===== config.mk =====
export PLATFORM = sky130hd
export DESIGN_NAME = uuid_text_parser
export DESIGN_NICKNAME = d
export VERILOG_FILES = /design/src/rtl/core/uutp_pkg.sv /design/src/rtl/core/uutp_hex_dec.sv /design/src/rtl/core/uutp_accum.sv /design/src/rtl/core/uuid_text_parser.sv
export SDC_FILE = /design/constraint.sdc
export NUM_CORES = 1
export LEC_CHECK = 0
export ABC_AREA = 1
export BUFFER_PORTS_ARGS = -buffer_cell sky130_fd_sc_hd__buf_2
export CAP_MARGIN = 10
export CORE_ASPECT_RATIO = 1.25
export CORE_UTILIZATION = 25
export CTS_CLUSTER_SIZE = 16
export DETAILED_ROUTE_END_ITERATION = 10
export GPL_TIMING_DRIVEN = 0
export SETUP_SLACK_MARGIN = 0.4
export SLEW_MARGIN = 20
export SYNTH_ARGS = -nofsm -noshare
export SYNTH_HDL_FRONTEND = slang
export SYNTH_SLANG_ARGS = --single-unit

===== constraint.sdc =====
create_clock -name clk -period 5.3 [get_ports clk]
set_clock_uncertainty 0.15 [all_clocks]
set_input_delay 0.265 -clock clk [delete_from_list [all_inputs] [get_ports clk]]
set_output_delay 0.265 -clock clk [all_outputs]
set_load 0.01 [all_outputs]

===== src/rtl/core/uutp_pkg.sv =====
`timescale 1ns / 1ps

package uutp_pkg;

    localparam int DIGIT_W = 6;
    localparam int HALF_W  = 64;

    localparam logic [DIGIT_W-1:0] DIGITS_NEEDED = 6'd32;

    localparam logic [7:0] CH_HYPHEN = 8'h2D;
    localparam logic [7:0] CH_OPEN   = 8'h7B;
    localparam logic [7:0] CH_CLOSE  = 8'h7D;
    localparam logic [7:0] CH_0      = 8'h30;
    localparam logic [7:0] CH_9      = 8'h39;
    localparam logic [7:0] CH_LA     = 8'h61;
    localparam logic [7:0] CH_LF     = 8'h66;
    localparam logic [7:0] CH_UA     = 8'h41;
    localparam logic [7:0] CH_UF     = 8'h46;
    localparam logic [3:0] NIB_TEN   = 4'd10;

    typedef struct packed {
        logic       is_hex;
        logic [3:0] nibble;
        logic       is_hyphen;
        logic       is_open;
        logic       is_close;
    } char_class_t;

    typedef struct packed {
        logic              ok;
        logic [HALF_W-1:0] hi;
        logic [HALF_W-1:0] lo;
    } result_t;

endpackage


===== src/rtl/core/uutp_hex_dec.sv =====
`timescale 1ns / 1ps

module uutp_hex_dec
(
    input  logic [7:0]           character,
    output uutp_pkg::char_class_t cls
);
    import uutp_pkg::*;

    logic [7:0] off_digit;
    logic [7:0] off_lower;
    logic [7:0] off_upper;

    assign off_digit = character - CH_0;
    assign off_lower = character - CH_LA;
    assign off_upper = character - CH_UA;

    always_comb
    begin
        cls.is_hyphen = (character == CH_HYPHEN);
        cls.is_open   = (character == CH_OPEN);
        cls.is_close  = (character == CH_CLOSE);
        cls.is_hex    = 1'b1;
        cls.nibble    = 4'd0;
        priority if (character >= CH_0 && character <= CH_9)
        begin
            cls.nibble = off_digit[3:0];
        end
        else if (character >= CH_LA && character <= CH_LF)
        begin
            cls.nibble = off_lower[3:0] + NIB_TEN;
        end
        else if (character >= CH_UA && character <= CH_UF)
        begin
            cls.nibble = off_upper[3:0] + NIB_TEN;
        end
        else
        begin
            cls.is_hex = 1'b0;
        end
    end

endmodule


===== src/rtl/core/uutp_accum.sv =====
`timescale 1ns / 1ps

module uutp_accum
(
    input  logic                  clk,
    input  logic                  rst_n,
    input  logic                  go,
    input  logic                  is_last,
    input  uutp_pkg::char_class_t cls,
    output uutp_pkg::result_t     result
);
    import uutp_pkg::*;

    logic [DIGIT_W-1:0] count_reg, count_next;
    logic [HALF_W-1:0]  upper_reg, upper_next;
    logic [HALF_W-1:0]  lower_reg, lower_next;
    logic               failed_reg, failed_next;
    logic               start_reg, start_next;
    logic               brace_reg, brace_next;

    logic [DIGIT_W-1:0] count_upd;
    logic [HALF_W-1:0]  upper_upd;
    logic [HALF_W-1:0]  lower_upd;
    logic               failed_upd;
    logic               brace_upd;

    always_comb
    begin
        count_upd  = count_reg;
        upper_upd  = upper_reg;
        lower_upd  = lower_reg;
        failed_upd = failed_reg;
        brace_upd  = brace_reg;
        priority if (start_reg && !is_last && cls.is_open)
        begin
            brace_upd = 1'b1;
        end
        else if (is_last && cls.is_close && brace_reg)
        begin
            // matched closing brace
        end
        else if (cls.is_hyphen)
        begin
            // skipped
        end
        else if (!cls.is_hex || count_reg[DIGIT_W-1])
        begin
            failed_upd = 1'b1;
        end
        else
        begin
            if (count_reg[DIGIT_W-1:DIGIT_W-2] == 2'b00)
            begin
                upper_upd = {upper_reg[HALF_W-5:0], cls.nibble};
            end
            else
            begin
                lower_upd = {lower_reg[HALF_W-5:0], cls.nibble};
            end
            count_upd = count_reg + 6'd1;
        end

        result.ok = !failed_upd && (count_upd == DIGITS_NEEDED)
                    && !(brace_upd && !cls.is_close);
        result.hi = result.ok ? upper_upd : '0;
        result.lo = result.ok ? lower_upd : '0;

        count_next  = count_reg;
        upper_next  = upper_reg;
        lower_next  = lower_reg;
        failed_next = failed_reg;
        start_next  = start_reg;
        brace_next  = brace_reg;
        if (go)
        begin
            if (is_last)
            begin
                count_next  = '0;
                upper_next  = '0;
                lower_next  = '0;
                failed_next = 1'b0;
                start_next  = 1'b1;
                brace_next  = 1'b0;
            end
            else
            begin
                count_next  = count_upd;
                upper_next  = upper_upd;
                lower_next  = lower_upd;
                failed_next = failed_upd;
                start_next  = 1'b0;
                brace_next  = brace_upd;
            end
        end
    end

    always_ff @(posedge clk or negedge rst_n)
    begin
        if (!rst_n)
        begin
            count_reg  <= '0;
            upper_reg  <= '0;
            lower_reg  <= '0;
            failed_reg <= 1'b0;
            start_reg  <= 1'b1;
            brace_reg  <= 1'b0;
        end
        else
        begin
            count_reg  <= count_next;
            upper_reg  <= upper_next;
            lower_reg  <= lower_next;
            failed_reg <= failed_next;
            start_reg  <= start_next;
            brace_reg  <= brace_next;
        end
    end

endmodule


===== src/rtl/core/uuid_text_parser.sv =====
// A last-character beat waits in the input register until the result register
// is free. Throughput: one character beat per cycle unless a result beat is
// blocked; set by the combinational decode and shift between the two registers.
// Reset: rst_n asynchronous, active low; clears all text state, brace and
// failure flags, and both pipeline valids.
`timescale 1ns / 1ps

module uuid_text_parser
(
    input  logic                      clk,
    input  logic                      rst_n,
    input  logic                      in_valid,
    output logic                      in_stall,
    input  logic [7:0]                character,
    input  logic                      is_last,
    output logic                      out_valid,
    input  logic                      out_stall,
    output logic                      parsed_ok,
    output logic [uutp_pkg::HALF_W-1:0] id_high,
    output logic [uutp_pkg::HALF_W-1:0] id_low
);
    import uutp_pkg::*;

    logic               s1_valid_reg, s1_valid_next;
    logic [7:0]         s1_char_reg;
    logic               s1_last_reg;
    logic               out_valid_reg, out_valid_next;
    result_t            out_reg;

    logic               accept;
    logic               out_free;
    logic               s1_go;
    char_class_t        cls;
    result_t            result;

    assign out_free = !out_valid_reg || !out_stall;
    assign s1_go    = s1_valid_reg && (!s1_last_reg || out_free);
    assign in_stall = s1_valid_reg && !s1_go;
    assign accept   = in_valid && !in_stall;

    uutp_hex_dec u_dec
    (
        .character (s1_char_reg),
        .cls       (cls)
    );

    uutp_accum u_accum
    (
        .clk     (clk),
        .rst_n   (rst_n),
        .go      (s1_go),
        .is_last (s1_last_reg),
        .cls     (cls),
        .result  (result)
    );

    always_comb
    begin
        s1_valid_next = accept ? 1'b1 : (s1_go ? 1'b0 : s1_valid_reg);
        out_valid_next = out_valid_reg;
        if (s1_go && s1_last_reg)
        begin
            out_valid_next = 1'b1;
        end
        else if (!out_stall)
        begin
            out_valid_next = 1'b0;
        end
    end

    always_ff @(posedge clk or negedge rst_n)
    begin
        if (!rst_n)
        begin
            s1_valid_reg  <= 1'b0;
            out_valid_reg <= 1'b0;
        end
        else
        begin
            s1_valid_reg  <= s1_valid_next;
            out_valid_reg <= out_valid_next;
        end
    end

    always_ff @(posedge clk)
    begin
        if (accept)
        begin
            s1_char_reg <= character;
            s1_last_reg <= is_last;
        end
        if (s1_go && s1_last_reg)
        begin
            out_reg <= result;
        end
    end

    assign out_valid = out_valid_reg;
    assign parsed_ok = out_reg.ok;
    assign id_high   = out_reg.hi;
    assign id_low    = out_reg.lo;

    a_fail_zero: assert property (@(posedge clk) disable iff (!rst_n)
        out_valid_reg && !out_reg.ok |-> (out_reg.hi == '0) && (out_reg.lo == '0))
        else $error("failed result carries nonzero identifier");

    a_s1_hold: assert property (@(posedge clk) disable iff (!rst_n)
        in_stall |=> s1_valid_reg && $stable(s1_char_reg) && $stable(s1_last_reg))
        else $error("held character lost while stalled");

    a_result_load: assert property (@(posedge clk) disable iff (!rst_n)
        s1_go && s1_last_reg |=> out_valid_reg)
        else $error("last character did not produce a result beat");

    a_stall_cause: assert property (@(posedge clk) disable iff (!rst_n)
        in_stall |-> s1_last_reg && out_valid_reg && out_stall)
        else $error("input stalled without a blocked result");

endmodule


---- After elaboration in Yosys (flattened, before gate mapping) ----
Index checks and enable logic that the tools add are counted.
cells by class
  $add $sub $neg .......................... 6
  order comparisons ....................... 6
  eq/ne operators ......................... 5
  multiplexer cells ....................... 35
  reductions and logical operators ........ 28
operators with widths
  cell                 count
  $mux 64              12
  $mux 6               5
  $eq 8x7->1 const B   2
  $ge 8x7->1 const B   2
  $le 8x7->1 const B   2
  $mux 1               15
  $logic_and 1x1->1    14
  $mux 4               3
  $sub 4x1->4 const B  3
  $logic_not 1->1      9
  $add 4x4->4 const B  2
  $eq 8x6->1 const B   1
  $ge 8x6->1 const B   1
  $le 8x6->1 const B   1
  $add 6x1->6 const B  1
  $eq 6x6->1 const B   1
  $logic_or 1x1->1     3
  $logic_not 2->1      1
  $ne 2x1->1 const B   1
  $reduce_bool 2->1    1
word-level totals
  flip-flop bits (word level) ............. 277
  input bits .............................. 13
  output and inout port bits .............. 131
  logic and storage cells ................. 93

---- Longest topological paths before layout ----
Gate-level depths: netlist (run 1).
  word-level depth ........................ 14
  mapped depth ............................ 17
  depth with buffers taken out ............ 15

---- Cells and area by module ----
From an unflattened synthesis (run 1), not the netlist that was laid out.
second synthesis, totals
  cells, all modules ...................... 1124
  area, all modules ....................... 11647.4 um^2
modules (own cells, without submodules)
  module            times used  cells each  area each (um^2)  sequential area each (um^2)
  uutp_accum        1           933         7180.6            3429.5
  uuid_text_parser  1           152         4250.3            4194.0
  uutp_hex_dec      1           39          216.5             0.0

---- Worst setup path before layout (run 1) ----
Ideal clock, no wire load.
  path type ............................... register to register
  from .................................... reg s1_last_reg
  to ...................................... reg out_reg (netlist bit id_high[0]) (enable)
  library setup time ...................... 0.483 ns
  arrival time ............................ 3.372 ns
  data required time ...................... 4.667 ns
  path slack .............................. 1.295 ns
  stages on the path, launching flop included .. 6
  buffers on the path ..................... 0
  period minus slack after synthesis ...... 4.005 ns
  cells stage by stage .................... edfxtp_1 > nand3_1 > nand2_1 > inv_2 > nand2_1 > inv_1
between the ends
  longest elaborated chain between the ends .. 4
RTL lines
  item                      RTL line                text
  start: declaration        uuid_text_parser.sv:26  logic s1_last_reg;
  start signal: assignment  uuid_text_parser.sv:90  s1_last_reg <= is_last;
  $logic_not 1->1           uuid_text_parser.sv:37  assign s1_go = s1_valid_reg && (!s1_last_reg || out_free);
  $logic_or 1x1->1          uuid_text_parser.sv:37
  $logic_and 1x1->1         uuid_text_parser.sv:37
  $logic_and 1x1->1 (*)     uuid_text_parser.sv:92  if (s1_go && s1_last_reg)
  end signal: assignment    uuid_text_parser.sv:94  out_reg <= result;
  end: declaration          uuid_text_parser.sv:28  result_t out_reg;
Mark *: on every way between the ends. The rest lies on a longest branch, timed or not.
A chain may end at the register's enable or synchronous reset.

---- Worst setup path in the final report (run 1) ----
  from .................................... reg s1_char_reg[1]
  to ...................................... reg out_reg (netlist bit id_low[56]), data pin
between the ends
  longest elaborated chain between the ends .. 14
  elaborated cells between the ends (all ways) .. 40
  those cells by class .................... order compare (6); eq/ne (4); mux (16); reduce/logical (14)
RTL lines
  item                                                  RTL line                text
  start: declaration                                    uuid_text_parser.sv:25  logic [7:0] s1_char_reg;
  start signal: assignment                              uuid_text_parser.sv:89  s1_char_reg <= character;
  $ge 8x7->1 / $le 8x7->1 (equally long branches)       uutp_hex_dec.sv:33      else if (character >= CH_UA && character <= CH_UF)
  $logic_and 1x1->1                                     uutp_hex_dec.sv:33
  $mux 1                                                uutp_hex_dec.sv:33
  $mux 1                                                uutp_hex_dec.sv:29      else if (character >= CH_LA && character <= CH_LF)
  $mux 1                                                uutp_hex_dec.sv:25      priority if (character >= CH_0 && character <= CH_9)
  $logic_not 1->1                                       uutp_accum.sv:46        else if (!cls.is_hex || count_reg[DIGIT_W-1])
  $logic_or 1x1->1                                      uutp_accum.sv:46
  $mux 6 / $mux 1 (equally long branches)               uutp_accum.sv:46
  $mux 6 / $mux 1 (equally long branches)               uutp_accum.sv:42        else if (cls.is_hyphen)
  $mux 6 / $mux 1 (equally long branches)               uutp_accum.sv:38        else if (is_last && cls.is_close && brace_reg)
  $mux 6 / $mux 1 (equally long branches)               uutp_accum.sv:34        priority if (start_reg && !is_last && cls.is_open)
  $eq 6x6->1 / $logic_not 1->1 (equally long branches)  uutp_accum.sv:63        result.ok = !failed_upd && (count_upd == DIGITS_NEEDED)
  $logic_and 1x1->1                                     uutp_accum.sv:63
  $logic_and 1x1->1                                     uutp_accum.sv:64        && !(brace_upd && !cls.is_close);
Several ways; a longest one is shown, not always the timed one.

==> results.cfg, run 1 <==
[clock_tree]
root_buffer = clkbuf_16
cts_buffers = 30
cts.sinks = 277
cts_tree = built
clk_pin_slew_ns = 0.06
ctsResizeCount = 0
holdBufCountCts = 13
clockBufferDepth = 3
htreeDepth = 1
post-cts-setup-buffers = 0
clock_latency_ns = 0.57

[die]
core_area_um2 = 45300
die_h_um = 242
initial_core_util = 0.255
placementRows = 87
die-area_um2 = 47000
chipWidth_um = 194
io_pins = 144

[sta]
max_freq_mhz = 322
grt_setup_unrepaired = no
tns_ns = 0
slew_headroom = 0.433
hold_slack_ns = 0.0566
period_share = 0.586
hold_violations = 0
setup_viol = 0
worst_slew_pin_slew_ns = 0.847
fin_crit_ns = 3.11
maxSlewViolCount = 0

[logic_synthesis]
ys_seq_elements = 277
ys_top_cells_by_count = nand2_1 (181), nor2_1 (152), dfrtp_1 (138), edfxtp_1 (138), inv_1 (136)
synth_nets = 1148
ys_top_cells_by_area = edfxtp_1 (36%), dfrtp_1 (30%), o22ai_1 (6.7%), nand2_1 (5.9%), nor2_1 (5.0%)
netlist_area_um2 = 11500
yosysTopAreaCell = edfxtp_1
synth_cell_types = 32
avgSynthCellArea_um2 = 10.2
yosysSeqAreaShare = 0.661
ys_warn_count = 0
yosysTopAreaCellShare = 0.360
synth_top_flop_cell = edfxtp_1
synth_enable_flop_cells = 138
async_flop_share = 0.502
syn_inst = 1130
yosysMostFrequentCell = nand2_1

[drt]
route.detailed.drc = 0
dr.first_iter.drc_count = 526
dr.pass1.iters = 5
routedWlPerCell_um = 15.2
drt_wl_total_um = 29200
vias_per_cell = 4.49
via_count = 8626
ant_nets = 0

[worst_setup_path]
start_kind = flip-flop
critical_path_class = reg2reg
crit_top_cell = nor2_1
r2r-end = id_low[56]$_SDFFCE_PN0P_
cpPeakStageDelay_ns = 0.47
rrSetupSlack_ns = 2.19
path_cells = inv_1 > ha_1 > nor2_1 > o21ai_0 > nand2_2 > nand3_4 > nand2_4 > nor2_1 > buf_2 > buf_2 > nand2_1 > o21ai_0 > nor2_1
cp.required_ns = 5.45
arrival_ns = 3.25
r2r_cells = 13
cp_max_fo = 10
cp-end-kind = flip-flop
r2r-start = s1_char_reg[1]$_DFFE_PP_
crit_slowest_cell = edfxtp_1

[cells_and_area]
drive_gt1_frac = 0.182
area_growth_pct = 23.3
fin_cells = 1922
finalNetCount = 1338
n_antenna_cell = 0

[global_routing]
grt_pass1_vias = 8593
antenna_found_initial = 0
grt_pass1_wl_um = 46200
gr-total-overflow = 0
grt_util_all_layers = 0.123
grt_start_max_net_pins = 92

[placement]
place.gp.congestion = 0.786
hpwl_um = 19900
dp_cells = 1853
io_buffers = 143

[outcome]
status = completed

[power]
leakage_nw = 5.71
power_density_nw_per_um2 = 382
max-vdd-ir-drop_v = 0.000207

[job]
cap_viol_max_count = 0

[min_path]
holdCritPathClass = in2async
-- worst max-delay path: cells and delay by family (launching register included) --
| family | cells | cell delay, ns |
|---|---|---|
| and+or+nand+nor | 7 | 0.84 |
| buffers and inverters | 3 | 0.70 |
| DFF | 1 | 0.47 |
| AOI/OAI and AO/OA | 2 | 0.46 |
| adders and majority gates | 1 | 0.20 |
-- routing by layer --
layer  vias up  share of wire  global-route usage
li1       4225              -                   -
met4         0          0.029              0.0486
met5         -              0                   0
met1      4130           0.43               0.155
met3        57          0.043              0.0182
met2       214           0.50               0.210
-- area by class of cell --
cell class	count	area, um^2
Sequential cell	277	7620
Tap cell	578	723
Fill cell	4673	31100
Buffer	70	323
Clock buffer	40	830
Inverter	141	537
Multi-Input combinational cell	642	3050
Timing Repair Buffer	158	911
Clock inverter	16	218
-- worst max-delay path by stage --
stage                                         from                   endpoint  slack, ns  cells past startpoint
final                     s1_char_reg[1]$_DFFE_PP_   id_low[56]$_SDFFCE_PN0P_       2.19                     13
after global routing      s1_char_reg[1]$_DFFE_PP_  id_high[18]$_SDFFCE_PN0P_       1.88                     13
after CTS                 s1_char_reg[1]$_DFFE_PP_   id_low[56]$_SDFFCE_PN0P_       2.15                     13
after detailed placement  s1_char_reg[1]$_DFFE_PP_   id_high[1]$_SDFFCE_PN0P_       2.19                     13
after global placement       s1_last_reg$_DFFE_PP_   id_low[51]$_SDFFCE_PN0P_      -0.62                      5
after floorplan              s1_last_reg$_DFFE_PP_   id_high[0]$_SDFFCE_PN0P_       1.30                      5
-- power breakdown --
part	switching [mW]	internal (mW)
clock	0.877	1.35
sequential	0.0853	2.44
combinational	0.461	0.224
-- stage by stage --
stage                     cell area [um^2]  setup slack, ns   util  power [mW]
after floorplan                      11500             1.30      -        3.01
after global placement               13000           -0.624  0.286        3.22
after detailed placement             13000             2.19  0.288        3.24
after CTS                            14200             2.15  0.314        5.50
after global routing                 14200             1.88  0.314        5.69
final                                14200             2.19  0.314        5.43
-- cell usage in the layout (no fill, tap or decap), types with 2 or more instances in the layout --
cell type,n
clkinv_2,5
nor2_1,152
bufinv_16,5
nand3b_1,3
clkbuf_1,36
clkinv_1,3
ha_1,5
o22ai_1,123
a21oi_1,3
o21ai_0,109
nand4_1,4
o21ai_1,35
dfrtp_1,138
xor2_1,2
buf_16,2
inv_2,4
inv_1,135
nand3_1,14
nand2_1,181
buf_2,181
dlygate4sd3_1,13
clkbuf_16,31
inv_6,3
edfxtp_1,138
clkbuf_8,2
-- logic make-up (layout without fill, tap and decap cells) --
logic type               after synthesis  after routing  share of synthesized area
AND/OR/NAND/NOR                      359            359                      0.123
XOR/XNOR                               3              3                    0.00228
AO/OA/AOI/OAI                        275            275                      0.134
buffers and inverters                211            425                     0.0739
flip-flops                           277            277                      0.661
adder cells (fa/ha/maj)                5              5                    0.00543
(Power assumes the default switching activity.)
==> inputs of run 2 (changes only) <==
==> constraint.sdc (replaced) <==
create_clock -name clk -period 2.8 [get_ports clk]
set_clock_uncertainty 0.15 [all_clocks]
set_input_delay 0.14 -clock clk [delete_from_list [all_inputs] [get_ports clk]]
set_output_delay 0.14 -clock clk [all_outputs]
set_load 0.01 [all_outputs]
==> run 2 against run 1 <==
Total power increased by 88%. Combinational power is 130% higher. Non-clock buffer count up 28. Register-to-register slack worse by 2.0 ns. Sequential power rose by 90%. Sequential share of layout area decreased by 4.4 points. Count of clock-buffer cells in the layout fell by 3. Core utilization is 2.8 points higher. Flip-flop and latch count did not move. First-iteration DRC count decreased by 1.1%. Via count grew 2.1%. Critical path type unchanged. Largest cell class unchanged.
==> results.cfg, run 2 (synthesis gave the netlist of run 1 again) <==
[sta]
slew_headroom = 0.506
period_share = 0.935
setup_viol = 0
setup_slack_ns = 0.182
hold_violations = 0
fin_crit_ns = 2.62
grt_setup_unrepaired = yes
maxSlewViolCount = 0
max_freq_mhz = 382
worst_slew_pin_slew_ns = 0.738

[power]
leakage_nw = 6.04
max-vdd-ir-drop_v = 0.000489
power_density_nw_per_um2 = 659

[die]
die-area_um2 = 47000
io_pins = 144
die_h_um = 242
placementRows = 87
initial_core_util = 0.255
chipWidth_um = 194
core_area_um2 = 45300

[worst_setup_path]
r2r-end = id_high[50]$_SDFFCE_PN0P_
arrival_ns = 2.78
critical_path_class = reg2reg
path_cells = ha_4 > nand3b_1 > nand2_1 > nand2_1 > nand2_2 > nand3_4 > a21oi_2 > nor2_1 > nand2_1 > nor2_2 > nand2_4 > buf_16 > clkbuf_16 > nor2_1
crit_slowest_cell = edfxtp_1
crit_top_cell = nand2_1
cp.required_ns = 2.96
r2r-start = s1_char_reg[0]$_DFFE_PP_
cp_max_fo = 8
path_buf_inv = 2
cpPeakStageDelay_ns = 0.46
r2r_cells = 14
cp-end-kind = flip-flop
start_kind = flip-flop
rrSetupSlack_ns = 0.18
critPathTopFamily = simple AND/OR/NAND/NOR gates

[drt]
ant_nets = 0
route.detailed.drc = 0
vias_per_cell = 4.52
dr.pass1.iters = 4
dr.first_iter.drc_count = 520
routedWlPerCell_um = 15.6
drt_wl_total_um = 30500
via_count = 8810

[global_routing]
antenna_found_initial = 0
grt_pass1_vias = 8777
gr-total-overflow = 0
grt_pass1_wl_um = 47300
grt_start_max_net_pins = 90
grt_util_all_layers = 0.126

[cells_and_area]
finalNetCount = 1367
seqCellArea_um2 = 7620
area_growth_pct = 34.3
multiInputGateArea_um2 = 3790
n_antenna_cell = 0
fin_area_um2 = 15500
layout_commonest_cell = nand2_1
fin_util = 0.342
drive_gt1_frac = 0.315
layout_common_cells = nand2_1 (171), buf_2 (151), edfxtp_1 (138), dfrtp_1 (138), inv_1 (131)
fillers = 4583

[min_path]
hold_start = character[2]
holdPathEnd = s1_char_reg[2]$_DFFE_PP_
holdCritPathClass = in2reg
hold_depth = 2

[clock_tree]
cts_tree = built
root_buffer = clkbuf_16
clk_pin_slew_ns = 0.06
htreeDepth = 1
clockBufferDepth = 3
clock_latency_ns = 0.57
cts_buffers = 30
cts.sinks = 277

[outcome]
status = completed

[placement]
dp_slack_ns = -0.264
place.gp.congestion = 0.794
io_buffers = 143
placed_area_um2 = 13100
hpwl_um = 20200

[job]
cap_viol_max_count = 0
==> run 2: cell types whose count changed in the layout (fill, tap and decap cells not counted), moves of 8 or more <==
cell,before,now
nor2_4,0,47
nand2_2,1,9
buf_12,0,13
buf_4,1,28
o21ai_1,35,66
buf_2,181,151
nor2_2,1,47
nor2_1,152,59
nand2_1,181,171
o21ai_0,109,31
o21ai_2,0,46
==> run 2: report_power, final <==
part           total, mW  switching (mW)  internal, mW
Combinational       1.59            1.03         0.556
Sequential          4.80           0.186          4.61
Clock               3.82            1.65          2.16
==> run 2: metal layers <==
| layer | vias up | GRT usage | part of all wire |
|---|---|---|---|
| li1 | 4272 | - | - |
| met1 | 4321 | 0.158 | 0.43 |
| met5 | - | 0 | 0 |
| met4 | 0 | 0.0488 | 0.029 |
| met2 | 162 | 0.218 | 0.50 |
| met3 | 55 | 0.0167 | 0.035 |
==> run 2: timing repair <==
item | in CTS | in global routing
gates cloned | 2 | 5
setup endpoints to repair | 294 | 294
buffers inserted | 13 | 4
hold buffers | 15 | 0
gates resized for setup | 222 | 143
pin swaps | 10 | 10
hold endpoints to repair | 161 | 0
==> run 2: worst max path at each step <==
| stage | depth (start not counted) | from | to | slack [ns] |
|---|---|---|---|---|
| global route | 16 | s1_char_reg[0]$_DFFE_PP_ | id_high[50]$_SDFFCE_PN0P_ | 0.07 |
| CTS | 15 | s1_char_reg[1]$_DFFE_PP_ | id_low[25]$_SDFFCE_PN0P_ | 0.21 |
| detailed placement | 12 | s1_char_reg[1]$_DFFE_PP_ | id_low[63]$_SDFFCE_PN0P_ | -0.26 |
| floorplan | 5 | out_valid$_DFFE_PN0P_ | id_high[0]$_SDFFCE_PN0P_ | -0.44 |
| finish | 14 | s1_char_reg[0]$_DFFE_PP_ | id_high[50]$_SDFFCE_PN0P_ | 0.18 |
| global placement | 5 | s1_last_reg$_DFFE_PP_ | id_high[1]$_SDFFCE_PN0P_ | -1.73 |
==> run 2: cell type report <==
class                   count  share of cell area
plain buffers              70              0.0361
clock buffers              37              0.0529
clock inverters            19             0.00825
inverters                 141              0.0346
multi-input cells         643               0.245
flip-flops and latches    277               0.493
well taps                 578              0.0467
repair buffers            186              0.0836
==> run 2: stage by stage <==
stage	std cells	total power, mW	TNS (ns)	hold slack, ns
after floorplan	1130	5.70	-57.66	-0.306
after global placement	1851	6.10	-326.84	0.170
after detailed placement	1856	6.15	-21.46	-0.0607
after CTS	1942	10.2	0	0.0903
after global routing	1951	10.7	0	0.118
final	1951	10.2	0	0.129
==> inputs of run 3 (changes only) <==
--- a/config.mk
+++ b/config.mk
@@ -8,10 +8,11 @@
 export ABC_AREA = 1
 export BUFFER_PORTS_ARGS = -buffer_cell sky130_fd_sc_hd__buf_2
 export CAP_MARGIN = 10
-export CORE_ASPECT_RATIO = 1.25
+export CORE_ASPECT_RATIO = 2
 export CORE_UTILIZATION = 25
 export CTS_CLUSTER_SIZE = 16
 export DETAILED_ROUTE_END_ITERATION = 10
+export GPL_ROUTABILITY_DRIVEN = 0
 export GPL_TIMING_DRIVEN = 0
 export SETUP_SLACK_MARGIN = 0.4
 export SLEW_MARGIN = 20
==> run 3 against run 2 <==
Combinational power decreased by 8%. Sequential share of layout area increased by 1.7 points. Count of clock-buffer cells in the layout decreased by 3. Global-route usage increased by 0.36 points. Cell area decreased by 3.4%. Fmax decreased by 2.4%. Via count decreased by 0.75%. Die area about the same.
==> results.cfg, run 3 (synthesis gave the netlist of run 1 again) <==
[die]
io_pins = 144
chipWidth_um = 154
placementRows = 111
die_h_um = 306
core_area_um2 = 45700
die-area_um2 = 47000
initial_core_util = 0.252

[drt]
dr.first_iter.drc_count = 365
drt_wl_total_um = 30900
highest_layer = met4
wl_met2_um = 16900
route.detailed.drc = 0
routedWlPerCell_um = 16.1
vias_per_cell = 4.54
ant_nets = 0
met1_length_um = 11800
wl_met3_um = 1150
via_count = 8744
dr.pass1.iters = 5

[sta]
slew_headroom = 0.499
period_share = 0.958
hold_violations = 0
max_freq_mhz = 373
setup_slack_ns = 0.118
grt_setup_unrepaired = yes
worst_slew_pin_slew_ns = 0.751
maxSlewViolCount = 0
setup_viol = 0
fin_crit_ns = 2.68

[power]
switching_share = 0.269
p_sw_mw = 2.74
leakage_nw = 5.96
power_density_nw_per_um2 = 681
sequentialPowerShare = 0.469
clkPwrFrac = 0.386
internal-power_mw = 7.45
max-vdd-ir-drop_v = 0.000367
p_comb_frac = 0.145

[clock_tree]
clock_latency_ns = 0.56
htreeDepth = 1
cts_buffers = 26
root_buffer = clkbuf_16
cts.sinks = 277
clk_pin_slew_ns = 0.07
clockBufferDepth = 3
cts_tree = built

[cells_and_area]
layout_common_cells = nand2_1 (166), buf_2 (154), edfxtp_1 (138), dfrtp_1 (138), inv_1 (130)
finalNetCount = 1357
layout_commonest_cell = nand2_1
drive_gt1_frac = 0.251
area_growth_pct = 29.7
fin_util = 0.327
fillers = 4591
n_antenna_cell = 0

[outcome]
status = completed

[worst_setup_path]
arrival_ns = 2.82
path_cells = buf_4 > buf_4 > buf_4 > ha_1 > nand2_1 > nor4_2 > nor2_1 > nor2_1 > nor2_1 > nand2_2 > nor2_4 > nand2_4 > clkbuf_16 > clkbuf_16 > nor2_4
critPathTopFamily = simple AND/OR/NAND/NOR gates
cp_max_fo = 7
rrSetupSlack_ns = 0.12
crit_slowest_cell = edfxtp_1
start_kind = flip-flop
critical_path_class = reg2reg
path_buf_inv = 5
cp-end-kind = flip-flop
cp.required_ns = 2.94
cpPeakStageDelay_ns = 0.41

[placement]
io_buffers = 143
dp_slack_ns = -0.272
hpwl_um = 21300

[global_routing]
grt_util_all_layers = 0.129
gr-total-overflow = 0
antenna_found_initial = 0
grt_pass1_vias = 8901
grt_start_max_net_pins = 86
grt_pass1_wl_um = 47900

[job]
cap_viol_max_count = 0

[min_path]
holdCritPathClass = in2reg
## run 3: changes by cell type in the layout (fill, tap and decap cells not counted), moves of 4 or more
cell       before  now
buf_12         13    9
buf_4          28   22
bufinv_16       1    5
clkbuf_4        4    0
clkinv_2        9    2
nand2_1       171  166
nand2_2         9   15
nor2_1         59  106
nor2_2         47   36
nor2_4         47   11
o21ai_0        31   57
o21ai_1        66   76
o21ai_2        46   11
## run 3: metal layers
layer | up-vias | global-route usage
li1 | 4248 | -
met1 | 4255 | 0.139
met2 | 189 | 0.249
met3 | 52 | 0.0183
met4 | 0 | 0.0505
met5 | - | 0
## run 3: worst paths after layout
kind / start / end / depth (start not counted)
max reg2reg: s1_char_reg[0]$_DFFE_PP_ / id_low[19]$_SDFFCE_PN0P_ / 15
min reg2reg: u_accum.start_reg$_DFFE_PN1P_ / u_accum.start_reg$_DFFE_PN1P_ / 2
max in group asynchronous: rst_n / u_accum.lower_reg[40]$_DFFE_PN0P_ / 4
max: s1_char_reg[0]$_DFFE_PP_ / id_low[19]$_SDFFCE_PN0P_ / 15
min in group asynchronous: rst_n / u_accum.lower_reg[14]$_DFFE_PN0P_ / 3
min: character[1] / s1_char_reg[1]$_DFFE_PP_ / 2
## run 3: layout make-up
type / instances / area [um^2] / area share
plain buffers: 70 / 524 / 0.0351
clock buffers: 34 / 743 / 0.0497
clock inverters: 14 / 206 / 0.0138
inverters: 141 / 533 / 0.0356
multi-input cells: 643 / 3340 / 0.224
flip-flops and latches: 277 / 7620 / 0.510
well taps: 565 / 707 / 0.0473
repair buffers: 180 / 1270 / 0.0850
## run 3: worst register-to-register path, delay by kind of cell, from the launching register on
| family | cells | cell delay, ns |
|---|---|---|
| adder cells (fa/ha/maj) | 1 | 0.19 |
| AND/OR/NAND/NOR | 9 | 0.92 |
| buffers and inverters | 5 | 0.76 |
| flip-flops | 1 | 0.41 |
## run 3: metrics by stage
stage               setup TNS (ns)  power (mW)  area (um^2)  std cells  hold WS (ns)
floorplan                   -57.66        5.70        11500       1130        -0.306
global placement           -305.11        6.12        13000       1838         0.170
detailed placement          -11.95        6.17        13100       1843       -0.0572
CTS                              0        10.3        14500       1914         0.118
global route                -0.338        10.7        15000       1924         0.129
finish                           0        10.2        15000       1924         0.151
## run 3: what timing repair did
item | in CTS | in global routing
endpoints found under the hold margin | 161 | 0
pin swaps | 6 | 6
hold buffers | 15 | 0
gates cloned | 1 | 7
setup buffers | 7 | 3
endpoints found under the setup margin | 318 | 366
resized for setup | 96 | 110
## run 3: power by group through the flow
stage / clock network, mW / logic (mW) / registers (mW)
CTS: 4.07 / 1.42 / 4.77
global route: 4.21 / 1.65 / 4.81
detailed placement: 0 / 1.33 / 4.84
floorplan: 0 / 0.841 / 4.85
finish: 3.94 / 1.47 / 4.78
global placement: 0 / 1.27 / 4.85
